### config.mk
export PLATFORM = sky130hd
export DESIGN_NAME = rectilinear_point_in_polygon_top
export DESIGN_NICKNAME = d
export VERILOG_FILES = /design/src/hw/rtl/rpip_pkg.sv /design/src/hw/rtl/rpip_ctrl.sv /design/src/hw/rtl/rpip_dpath.sv /design/src/hw/rtl/rectilinear_point_in_polygon_top.sv
export SDC_FILE = /design/constraint.sdc
export NUM_CORES = 1
export LEC_CHECK = 0
export ABC_AREA = 0
export ABC_CLOCK_PERIOD_IN_PS = 9600
export BUFFER_PORTS_ARGS = -buffer_cell sky130_fd_sc_hd__buf_2
export CAP_MARGIN = 15
export CORE_MARGIN = 3
export CORE_UTILIZATION = 35
export DETAILED_ROUTE_END_ITERATION = 12
export PLACE_DENSITY = 0.49
export SYNTH_ARGS = -nofsm -noshare
export SYNTH_HDL_FRONTEND = slang
export SYNTH_SLANG_ARGS = --single-unit
### constraint.sdc
create_clock -name clk -period 9.6 [get_ports clk]
set_input_delay 1.44 -clock clk [delete_from_list [all_inputs] [get_ports clk]]
set_output_delay 1.44 -clock clk [all_outputs]
set_load 0.05 [all_outputs]
### src/hw/rtl/rpip_pkg.sv
// Shared types, constants and sizes for the rectilinear point-in-polygon block.
`default_nettype none

package rpip_pkg;

  // Polygon capacity and derived widths
  localparam int MAX_VERTICES = 16;
  localparam int IDX_W        = $clog2(MAX_VERTICES);
  localparam int CNT_W        = $clog2(MAX_VERTICES + 1);
  localparam int COORD_W      = 32;
  localparam int CMD_W        = 2;
  localparam int EDGE_W       = 4;
  localparam int EXT_W        = IDX_W + EDGE_W;

  // Command codes carried on the input beat
  typedef logic [CMD_W-1:0] cmd_t;
  localparam cmd_t CMD_START  = 2'd0;
  localparam cmd_t CMD_APPEND = 2'd1;
  localparam cmd_t CMD_QUERY  = 2'd2;

  // Controller states
  typedef enum logic [2:0] {
    ST_IDLE,
    ST_FETCH,
    ST_FIRST,
    ST_WALK,
    ST_CLOSE,
    ST_DONE
  } state_t;

  // Commands from controller to datapath
  typedef struct packed {
    logic start_vtx;   // store vertex 0, restart the list
    logic append_vtx;  // store vertex at the end of the list
    logic q_init;      // capture query point, clear the side flags
    logic fetch;       // advance the read pointer
    logic first;       // latch vertex 0 as first and previous vertex
    logic walk;        // test the edge from previous to fetched vertex
    logic close;       // test the closing edge back to vertex 0
    logic load_out;    // load the result register
  } dp_cmd_t;

  // Status from datapath to controller
  typedef struct packed {
    logic empty;       // no vertex stored
    logic single;      // exactly one vertex stored
    logic last_walk;   // the edge under test ends at the last stored vertex
    logic hit;         // the point lies on the edge under test
    logic out_free;    // the result register can take a new beat
  } dp_stat_t;

endpackage

`default_nettype wire

### src/hw/rtl/rpip_ctrl.sv
// Controller state machine: sequences vertex stores and the edge walk of a query.
`default_nettype none

module rpip_ctrl
  import rpip_pkg::*;
(
  input  wire logic     clk,
  input  wire logic     rst_n,
  input  wire logic     in_valid,
  input  wire cmd_t     in_cmd,
  output logic          in_stall,
  input  wire dp_stat_t stat,
  output dp_cmd_t       cmd
);

  state_t state_r;
  state_t state_nxt;
  logic   in_acc;

  assign in_acc   = in_valid && (state_r == ST_IDLE);
  assign in_stall = (state_r != ST_IDLE);

  // Hold the state register
  always_ff @(posedge clk) begin
    if (!rst_n) begin
      state_r <= ST_IDLE;
    end else begin
      state_r <= state_nxt;
    end
  end

  // Next state
  always_comb begin
    state_nxt = state_r;
    case (state_r)
      ST_IDLE: begin
        if (in_acc && (in_cmd == CMD_QUERY)) begin
          state_nxt = stat.empty ? ST_DONE : ST_FETCH;
        end
      end
      ST_FETCH: state_nxt = ST_FIRST;
      ST_FIRST: state_nxt = stat.single ? ST_CLOSE : ST_WALK;
      ST_WALK: begin
        if (stat.hit) begin
          state_nxt = ST_DONE;
        end else if (stat.last_walk) begin
          state_nxt = ST_CLOSE;
        end
      end
      ST_CLOSE: state_nxt = ST_DONE;
      ST_DONE: begin
        if (stat.out_free) begin
          state_nxt = ST_IDLE;
        end
      end
      default: state_nxt = ST_IDLE;
    endcase
  end

  // Datapath commands
  always_comb begin
    cmd = '0;
    case (state_r)
      ST_IDLE: begin
        cmd.start_vtx  = in_acc && (in_cmd == CMD_START);
        cmd.append_vtx = in_acc && (in_cmd == CMD_APPEND);
        cmd.q_init     = in_acc && (in_cmd == CMD_QUERY);
      end
      ST_FETCH: cmd.fetch = 1'b1;
      ST_FIRST: begin
        cmd.fetch = 1'b1;
        cmd.first = 1'b1;
      end
      ST_WALK: begin
        cmd.fetch = 1'b1;
        cmd.walk  = 1'b1;
      end
      ST_CLOSE: cmd.close    = 1'b1;
      ST_DONE:  cmd.load_out = stat.out_free;
      default:  cmd = '0;
    endcase
  end

endmodule

`default_nettype wire

### src/hw/rtl/rpip_dpath.sv
// Datapath: vertex memory, edge tester, side flags and result register.
`default_nettype none

module rpip_dpath
  import rpip_pkg::*;
(
  input  wire logic                      clk,
  input  wire logic                      rst_n,
  input  wire dp_cmd_t                   cmd,
  output dp_stat_t                       stat,
  input  wire logic signed [COORD_W-1:0] in_coord_x,
  input  wire logic signed [COORD_W-1:0] in_coord_y,
  output logic                           out_valid,
  input  wire logic                      out_stall,
  output logic                           out_is_inside,
  output logic                           out_on_boundary,
  output logic [EDGE_W-1:0]              out_edge_found,
  output logic                           out_overflowed
);

  // Vertex memory, one write and one registered read per cycle
  logic signed [COORD_W-1:0] mem_x [MAX_VERTICES];
  logic signed [COORD_W-1:0] mem_y [MAX_VERTICES];
  logic signed [COORD_W-1:0] rd_x_r, rd_y_r;
  logic        [IDX_W-1:0]   rd_ptr_r;
  logic                      wr_en;
  logic        [IDX_W-1:0]   wr_addr;

  // List bookkeeping
  logic [CNT_W-1:0] count_r;
  logic             ovf_r;
  logic             has_room;

  // Query walk registers
  logic signed [COORD_W-1:0] px_r, py_r;
  logic signed [COORD_W-1:0] first_x_r, first_y_r;
  logic signed [COORD_W-1:0] prev_x_r, prev_y_r;
  logic        [IDX_W-1:0]   edge_r;
  logic                      left_r, right_r, down_r, up_r;
  logic                      hit_r;
  logic        [IDX_W-1:0]   hit_idx_r;

  // Edge tester signals
  logic signed [COORD_W-1:0] bx, by;
  logic signed [COORD_W-1:0] line, across, a_al, b_al, along;
  logic                      vert, spans, on_line, lt, gt, eval, hit;

  // Result register
  logic                      out_valid_r;
  logic                      out_is_inside_r, out_on_boundary_r, out_overflowed_r;
  logic        [EDGE_W-1:0]  out_edge_found_r;
  logic        [EXT_W-1:0]   hit_idx_ext;

  assign has_room = (count_r < CNT_W'(MAX_VERTICES));
  assign wr_en    = cmd.start_vtx || (cmd.append_vtx && has_room);
  assign wr_addr  = cmd.start_vtx ? '0 : count_r[IDX_W-1:0];

  // Store a vertex
  always_ff @(posedge clk) begin
    if (wr_en) begin
      mem_x[wr_addr] <= in_coord_x;
      mem_y[wr_addr] <= in_coord_y;
    end
  end

  // Read the vertex at the walk pointer
  always_ff @(posedge clk) begin
    rd_x_r <= mem_x[rd_ptr_r];
    rd_y_r <= mem_y[rd_ptr_r];
  end

  // Track vertex count and the sticky overflow flag
  always_ff @(posedge clk) begin
    if (!rst_n) begin
      count_r <= '0;
      ovf_r   <= 1'b0;
    end else if (cmd.start_vtx) begin
      count_r <= CNT_W'(1);
      ovf_r   <= 1'b0;
    end else if (cmd.append_vtx) begin
      if (has_room) begin
        count_r <= count_r + CNT_W'(1);
      end else begin
        ovf_r <= 1'b1;
      end
    end
  end

  // Test one edge: previous vertex to fetched vertex, or back to vertex 0
  assign bx      = cmd.close ? first_x_r : rd_x_r;
  assign by      = cmd.close ? first_y_r : rd_y_r;
  assign vert    = (prev_x_r == bx);
  assign line    = vert ? prev_x_r : prev_y_r;
  assign across  = vert ? px_r : py_r;
  assign along   = vert ? py_r : px_r;
  assign a_al    = vert ? prev_y_r : prev_x_r;
  assign b_al    = vert ? by : bx;
  assign spans   = ((a_al <= along) && (along <= b_al)) ||
                   ((b_al <= along) && (along <= a_al));
  assign on_line = (across == line);
  assign lt      = (line < across);
  assign gt      = (line > across);
  assign eval    = cmd.walk || cmd.close;
  assign hit     = eval && spans && on_line;

  // Advance the walk and gather side flags
  always_ff @(posedge clk) begin
    if (cmd.q_init) begin
      px_r     <= in_coord_x;
      py_r     <= in_coord_y;
      rd_ptr_r <= '0;
      edge_r   <= '0;
      left_r   <= 1'b0;
      right_r  <= 1'b0;
      down_r   <= 1'b0;
      up_r     <= 1'b0;
      hit_r    <= 1'b0;
    end else begin
      if (cmd.fetch) begin
        rd_ptr_r <= rd_ptr_r + IDX_W'(1);
      end
      if (cmd.first) begin
        first_x_r <= rd_x_r;
        first_y_r <= rd_y_r;
        prev_x_r  <= rd_x_r;
        prev_y_r  <= rd_y_r;
      end
      if (cmd.walk) begin
        prev_x_r <= rd_x_r;
        prev_y_r <= rd_y_r;
        edge_r   <= edge_r + IDX_W'(1);
      end
      if (hit) begin
        hit_r     <= 1'b1;
        hit_idx_r <= edge_r;
      end else if (eval && spans) begin
        left_r  <= left_r  || ( vert && lt);
        right_r <= right_r || ( vert && gt);
        down_r  <= down_r  || (!vert && lt);
        up_r    <= up_r    || (!vert && gt);
      end
    end
  end

  // Hold the result beat until it is taken
  assign hit_idx_ext = EXT_W'(hit_idx_r);

  always_ff @(posedge clk) begin
    if (!rst_n) begin
      out_valid_r <= 1'b0;
    end else if (cmd.load_out) begin
      out_valid_r <= 1'b1;
    end else if (!out_stall) begin
      out_valid_r <= 1'b0;
    end
  end

  always_ff @(posedge clk) begin
    if (cmd.load_out) begin
      out_is_inside_r   <= !hit_r && left_r && right_r && down_r && up_r;
      out_on_boundary_r <= hit_r;
      out_edge_found_r  <= hit_r ? hit_idx_ext[EDGE_W-1:0] : '0;
      out_overflowed_r  <= ovf_r;
    end
  end

  assign out_valid       = out_valid_r;
  assign out_is_inside   = out_is_inside_r;
  assign out_on_boundary = out_on_boundary_r;
  assign out_edge_found  = out_edge_found_r;
  assign out_overflowed  = out_overflowed_r;

  // Status to the controller
  assign stat.empty     = (count_r == '0);
  assign stat.single    = (count_r == CNT_W'(1));
  assign stat.last_walk = ((CNT_W'(edge_r) + CNT_W'(2)) == count_r);
  assign stat.hit       = hit;
  assign stat.out_free  = !out_valid_r || !out_stall;

  // Checks
  a_count_bound: assert property (@(posedge clk) disable iff (!rst_n)
    count_r <= CNT_W'(MAX_VERTICES))
    else $error("vertex count beyond capacity");

  a_ovf_full: assert property (@(posedge clk) disable iff (!rst_n)
    $rose(ovf_r) |-> (count_r == CNT_W'(MAX_VERTICES)))
    else $error("overflow flagged with room left");

  a_inside_excl: assert property (@(posedge clk) disable iff (!rst_n)
    out_valid_r |-> !(out_is_inside_r && out_on_boundary_r))
    else $error("result both inside and on boundary");

  a_edge_zero: assert property (@(posedge clk) disable iff (!rst_n)
    (out_valid_r && !out_on_boundary_r) |-> (out_edge_found_r == '0))
    else $error("edge index set off the boundary");

endmodule

`default_nettype wire

### src/hw/rtl/rectilinear_point_in_polygon_top.sv
// Top level of the rectilinear point-in-polygon classifier.
// Holds one polygon of up to MAX_VERTICES vertices (16) and classifies query
// points against it. A start or append beat gives no result. A query beat
// keeps the input stalled until its result is loaded, also when the polygon
// is empty, in which case no edge is walked. The walk ends sooner when the
// point lies on an edge, and lasts longer while an earlier result still waits
// unclaimed. The walk length is set by the single read port of the vertex
// memory, which yields one edge a cycle. A finished result waits in an output
// register, so store beats are still taken while it is unclaimed. Beats with
// command code 3 are consumed and dropped. No clearing pass follows reset.
`default_nettype none

module rectilinear_point_in_polygon_top
  import rpip_pkg::*;
(
  input  wire logic                      clk,
  input  wire logic                      rst_n,
  input  wire logic                      in_valid,
  output logic                           in_stall,
  input  wire logic [CMD_W-1:0]          in_cmd,
  input  wire logic signed [COORD_W-1:0] in_coord_x,
  input  wire logic signed [COORD_W-1:0] in_coord_y,
  output logic                           out_valid,
  input  wire logic                      out_stall,
  output logic                           out_is_inside,
  output logic                           out_on_boundary,
  output logic [EDGE_W-1:0]              out_edge_found,
  output logic                           out_overflowed
);

  dp_cmd_t  dp_cmd;
  dp_stat_t dp_stat;

  // Sequence commands
  rpip_ctrl u_ctrl (
    .clk      (clk),
    .rst_n    (rst_n),
    .in_valid (in_valid),
    .in_cmd   (in_cmd),
    .in_stall (in_stall),
    .stat     (dp_stat),
    .cmd      (dp_cmd)
  );

  // Store vertices and walk edges
  rpip_dpath u_dpath (
    .clk             (clk),
    .rst_n           (rst_n),
    .cmd             (dp_cmd),
    .stat            (dp_stat),
    .in_coord_x      (in_coord_x),
    .in_coord_y      (in_coord_y),
    .out_valid       (out_valid),
    .out_stall       (out_stall),
    .out_is_inside   (out_is_inside),
    .out_on_boundary (out_on_boundary),
    .out_edge_found  (out_edge_found),
    .out_overflowed  (out_overflowed)
  );

endmodule

`default_nettype wire

==> results.toml, run 1 <==
[drt]
drc = 0
wl_per_cell_um = 28.5
dr_wl_met2_mm = 65.4
routed_via_density = 5.26
drt-met1-wl_mm = 61.0
ant_nets = 0
drt_iter0_drc = 2236
routed-wl-met3_mm = 6.53
routed.top_layer = "met5"
first_pass_iters = 8
drt-total-wl_mm = 137
vias = 25200

[timing]
rsz0062_at_grt = "no"
setup_viol = 0
hold_viol = 0
max_slew_margin_pct = 27.4
period_share_pct = 75.2
fin_skew_ns = 0.0175
fin_tns_setup_ns = 0
slew_violations = 0
fin_hold_ws_ns = 0.451
tightest_slew_ns = 1.09
post-route-min-period_ns = 7.22
max_freq_mhz = 138

[synth]
ys_types = 72
syn_area_sq_um = 52500
synthXorXnorAreaFrac_pct = 0.829
muxShareOfSynthArea_pct = 17.6
ys.warnings.count = 0
synthCells = 2511
netlist.area_leader.share_pct = 70.2
synthesis.nets = 2681
synth.area.top_cells = "edfxtp_1, mux4_2, dfxtp_1"
synth-seq-area-share_pct = 73.5
ys_ff_latch = 1314
ys_async_sr_fraction_pct = 0
synth_top_family_by_area = "multiplexers"
synthSimpleGateAreaFrac_pct = 2.20
synth_edf_count = 1227
avgSynthCellArea_sq_um = 20.9
yosysTopAreaCell = "edfxtp_1"
synth_compound_area_share_pct = 1.92
synthFlopType = "edfxtp_1"
yosys.area_share.adder_pct = 2.44

[pwr]
power_w = 0.0165
power_density_nw_per_um2 = 274
power_switching_w = 0.00462
sw_frac_of_total_pct = 28.0
internal_power_w = 0.0119
p_comb_share_pct = 22.4
worst_ir_drop_vdd_uv = 233
p_leak_nw = 19.3
p_clk_share_pct = 33.0
power_frac_seq_pct = 44.6

[worst_setup_path]
start_kind = "flip-flop"
critical_path.endpoint_type = "flip-flop"
crit_chain = "or3b_4 > buf_4 > o221ai_1 > nor4b_1 > o221a_2 > o21ai_1 > nor2_4 > buf_12 > mux2_2 > ha_1 > a21o_1 > a21oi_1 > a2bb2oi_1 > a21oi_1 > o31ai_1 > nand3_1 > or3b_1 > xnor2_2 > xnor2_2 > a221oi_2"
worstSetupPathType = "flip-flop to flip-flop"
slowest_stage = "dfxtp_1"
path_max_fanout = 69
worst_ep_arrival_time_ns = 7.60
cp_data_required_time_ns = 9.98
cp.buffers_inverters = 2
cp_top_family = "compound AO/OA/AOI/OAI gates"
max_stage_delay_ns = 0.72

[grt]
overflow = 0
grt_pass1_wl_mm = 196
grt_use_total_pct = 17.6
antenna_found_initial = 16
grt_pass1_vias = 26500
grt_start_max_net_pins = 119

[clock_network]
postCtsHoldBufs = 0
cts-root-buf = "clkbuf_16"
worstSkewPairLatency_ns = 0.75
postCtsSetupRepairBufs = 0
htree_num_levels = 4
clkTransAtPathRegs_ns = 0.06
clock_path_buffers = 3
cts_made_buffers = 139
tritoncts = "yes"
cts_resized = 0
cts.sink_count = 1314

[cells_and_area]
n_fill_cell = 13000
nets = 2844
post-route-util_pct = 40.6
layout-drive-gt1-share_pct = 28.7
syn_to_final_growth_pct = 14.7

[floorplanning]
rows = 141
dieArea_sq_um = 155000
die_w_um = 393
fp.coreArea_sq_um = 148000
boundaryPins = 79
initial_core_util_pct = 35.4
die-height_um = 393

[place]
place_congestion = 0.886
dp_hpwl_mm = 78.2
port_buffers = 78

[outcome]
status = "finished, final reports clean"

[min_path]
hold_path_class = "flip-flop to flip-flop"

[job]
cap_viol_max_count = 0
power by group through the flow:
stage               Clock (W)  Sequential [W]  Combinational, W
floorplan                   0         0.00710           0.00279
global placement            0         0.00747           0.00375
detailed placement          0         0.00748           0.00376
CTS                   0.00559         0.00736           0.00378
global route          0.00582         0.00740           0.00401
finish                0.00544         0.00735           0.00369
Yosys cell counts (8+ instances only):
library cell and n:
a21oi_1 39, buf_2 10, mux2_2 77, nor2b_1 11, xnor2_1 27, nand2_1 52
a21o_1 21, nand4_1 27, mux4_2 351, o22ai_1 8, buf_1 28, o21ai_0 33
nor3_1 21, nand2b_1 13, nand3_1 13, inv_1 92, mux2i_1 48, dfxtp_1 87
xor2_1 19, nor2_1 48, ha_1 100, clkbuf_1 63, edfxtp_1 1227
state kept, by name (all words and copies together) (netlist names), 5 cells and up:
| name | cells |
|---|---|
| u_dpath.rd_x_r | 32 |
| u_dpath.mem_y | 512 |
| u_dpath.prev_y_r | 32 |
| u_dpath.prev_x_r | 32 |
| u_dpath.rd_y_r | 32 |
| u_dpath.px_r | 32 |
| u_dpath.mem_x | 512 |
| u_dpath.py_r | 32 |
| u_dpath.count_r | 5 |
| u_dpath.first_x_r | 32 |
| u_dpath.first_y_r | 32 |
layer usage:
layer  track usage [%]  vias up
li1                  -    10700
met1              24.8    13600
met2              27.7      661
met3              3.16      210
met4              5.67       12
met5                 0        -
cell usage in the layout, fill, tap and decap left out, types with 33 or more instances in the layout:
cell type,n
edfxtp_1,1227
mux4_2,351
clkbuf_16,143
ha_1,100
inv_1,91
dfxtp_1,83
buf_2,78
mux2_2,77
nand2_1,52
mux2i_1,48
buf_4,43
a21oi_1,39
nor2_1,37
clkbuf_1,34
o21ai_0,33
cell families (layout without fill, tap and decap cells):
logic type      after synthesis  after routing
simple gates                221            221
buf+inv                     197            476
xor+xnor                     48             48
compound gates              151            151
other cells                   0              2
mux                         477            477
fa+ha+maj                   103            103
flops                      1314           1314
through the flow:
stage / worst slack [ns] / area [sq um] / cells
final: 2.38 / 60200 / 4794
after global routing: 1.91 / 60200 / 4792
after CTS: 2.35 / 60200 / 4792
after detailed placement: 2.35 / 55600 / 4535
after global placement: 2.59 / 55600 / 4535
after floorplan: 1.92 / 52500 / 2511
final timing paths:
path                            slack, ns               from  depth (start not counted)                      to
worst max register to register       2.38  u_ctrl.state_r[0]                         20    u_dpath.hit_idx_r[3]
worst min register to register       0.45      u_dpath.ovf_r                          0  u_dpath.out_overflowed
worst max-delay path                 2.38  u_ctrl.state_r[0]                         20    u_dpath.hit_idx_r[3]
worst min-delay path                 0.45      u_dpath.ovf_r                          0  u_dpath.out_overflowed
final cells by class:
type / count / area [sq um] / area share (%)
multi-input combinational: 1000 / 13300 / 22.1
antenna: 2 / 5.00 / 0.00831
clock buffer: 193 / 3930 / 6.52
clock inverter: 64 / 726 / 1.21
inverter: 93 / 350 / 0.582
timing repair buffer: 126 / 813 / 1.35
sequential: 1314 / 38600 / 64.1
tap: 2002 / 2500 / 4.16
Note: power is estimated with default switching activity, not from simulation.
==> inputs of run 2 (changes only) <==
- ABC_CLOCK_PERIOD_IN_PS: 9600 -> 7000
- clock period: 9.6 -> 7 ns (I/O delays scaled with it)
==> run 2 against run 1 <==
Clock skew up 0.0054 ns; register-to-register slack worse by 1.8 ns; global-route usage up 0.30 points; flip-flop and latch count unchanged.
==> results.toml, run 2 (same netlist as run 1, synthesis figures left out) <==
[worst_setup_path]
crit_start = "u_ctrl.state_r[1]"
timing.rr.start = "u_ctrl.state_r[1]"
crit_chain = "or3b_4 > mux2i_1 > xnor2_1 > nor4_2 > nand4_2 > nor2_4 > buf_12 > buf_12 > mux2_2 > ha_1 > and4_1 > nand2_1 > nor3_1 > and3_1 > nand3_1 > o221ai_1 > o21ai_0 > o21ai_0 > nand2_1 > a221oi_2"
r2r_end = "u_dpath.hit_idx_r[1]"
start_kind = "flip-flop"
max_stage_delay_ns = 0.65
worst_ep_arrival_time_ns = 6.81
cp_data_required_time_ns = 7.40
path_max_fanout = 39
worstSetupPathType = "flip-flop to flip-flop"
slowest_stage = "dfxtp_1"
r2r_cells = 20
critical_path.endpoint_type = "flip-flop"
rrSetupSlack_ns = 0.59

[drt]
drt-total-wl_mm = 138
ant_nets = 0
first_pass_iters = 6
routed_via_density = 5.27
drc = 0
wl_per_cell_um = 28.8
vias = 25300
drt_iter0_drc = 2345

[timing]
fin_skew_ns = 0.0230
slew_violations = 0
post-route-min-period_ns = 6.41
fin_tns_setup_ns = 0
rsz0062_at_grt = "no"
tightest_slew_ns = 1.15
setup_viol = 0
hold_viol = 0
max_freq_mhz = 156
max_slew_margin_pct = 23.3
period_share_pct = 91.5

[clock_network]
cts-root-buf = "clkbuf_16"
cts_resized = 0
htree_num_levels = 4
cts_made_buffers = 143
postCtsHoldBufs = 0
tritoncts = "yes"
postCtsSetupRepairBufs = 0
worstSkewPairLatency_ns = 0.77
clkTransAtPathRegs_ns = 0.06
clock_path_buffers = 3
cts.sink_count = 1314

[outcome]
status = "finished, final reports clean"

[pwr]
power_w = 0.0228
sw_frac_of_total_pct = 28.2
p_leak_nw = 19.4
internal_power_w = 0.0164
worst_ir_drop_vdd_uv = 228
power_switching_w = 0.00642
p_comb_share_pct = 22.5
power_frac_seq_pct = 44.2
power_density_nw_per_um2 = 377
p_clk_share_pct = 33.2

[floorplanning]
dieArea_sq_um = 155000
fp.coreArea_sq_um = 148000
boundaryPins = 79
rows = 141
die_w_um = 393
die-height_um = 393
initial_core_util_pct = 35.4

[grt]
overflow = 0
grt_use_total_pct = 17.9
antenna_found_initial = 19
grt_pass1_wl_mm = 198
grt_pass1_vias = 26500
grt_start_max_net_pins = 124

[cells_and_area]
n_fill_cell = 13000
syn_to_final_growth_pct = 15.2
nets = 2853
seqCellArea_sq_um = 38600
layout_commonest_cell = "edfxtp_1"
final_cell_mix = "edfxtp_1, mux4_2, clkbuf_16"
layout-drive-gt1-share_pct = 28.9
multi_input_area_sq_um = 13300
reg_top3 = "u_dpath.mem_x: 512 flops, u_dpath.mem_y: 512 flops"

[min_path]
worst_hold_path.num_cells = 1
worstHoldStart = "u_dpath.down_r"
min_to = "u_dpath.down_r"
hold_path_class = "flip-flop to flip-flop"

[job]
cap_viol_max_count = 0

[place]
place_congestion = 0.865
port_buffers = 78
dp_hpwl_mm = 77.9
-- run 2: changes by cell type in the layout (fill, tap and decap cells not counted), moves of 3 or more --
| cell | previous run | this run |
|---|---|---|
| clkbuf_8 | 16 | 12 |
| buf_12 | 5 | 14 |
| buf_4 | 43 | 39 |
| inv_6 | 10 | 1 |
| clkinv_8 | 2 | 6 |
| diode_2 | 2 | 5 |
| clkbuf_16 | 143 | 148 |
| clkinv_2 | 21 | 29 |
-- run 2: critical path: cells and delay by family (launching register included) --
kind | cells | cell delay, ns
XOR/XNOR | 1 | 0.11
adder cells (fa/ha/maj) | 1 | 0.28
multiplexers | 2 | 0.64
buffers and inverters | 2 | 0.43
flip-flops | 1 | 0.65
AND/OR/NAND/NOR | 10 | 2.83
AO/OA/AOI/OAI | 4 | 1.06
-- run 2: layout make-up --
class                   count  area share, %
diodes                      5         0.0207
repair buffers            131           1.59
flip-flops and latches   1314           63.8
multi-input cells        1000           22.0
clock inverters            68           1.27
clock buffers             195           6.61
well taps                2002           4.14
inverters                  93          0.581
-- run 2: worst max-delay path by stage --
stage	slack, ns	end	cells after the start
floorplan	0.005	u_dpath.mem_x[11][0]	4
global placement	0.76	u_dpath.hit_idx_r[1]	20
detailed placement	0.59	u_dpath.hit_idx_r[2]	20
CTS	0.57	u_dpath.hit_idx_r[2]	20
global route	0.26	u_dpath.hit_idx_r[2]	20
finish	0.59	u_dpath.hit_idx_r[1]	20
-- run 2: metrics by stage --
step | instances | hold slack [ns] | area (sq um) | setup WS, ns | util [%]
final | 4808 | 0.470 | 60500 | 0.592 | 40.8
after global routing | 4803 | 0.499 | 60500 | 0.263 | 40.8
after global placement | 4540 | 0.450 | 55700 | 0.755 | 37.5
after floorplan | 2511 | 0.409 | 52500 | 0.00473 | -
after CTS | 4803 | 0.476 | 60500 | 0.565 | 40.8
after detailed placement | 4540 | 0.453 | 55700 | 0.590 | 37.5
-- run 2: metal layers --
layer	track usage, %	part of all wire [%]	routed length [um]	vias to the layer above
met5	0	0.033	46	-
met4	4.51	1.9	2680	6
met3	2.96	4.9	6750	167
met2	28.3	48	65800	666
met1	25.8	46	63000	13700
li1	-	-	-	10800
-- run 2: power groups by stage --
stage               sequential (W)  combinational [W]  clock [W]
floorplan                  0.00973            0.00382          0
global placement            0.0103            0.00522          0
detailed placement          0.0103            0.00523          0
CTS                         0.0101            0.00526    0.00777
global route                0.0101            0.00555    0.00809
finish                      0.0101            0.00514    0.00758
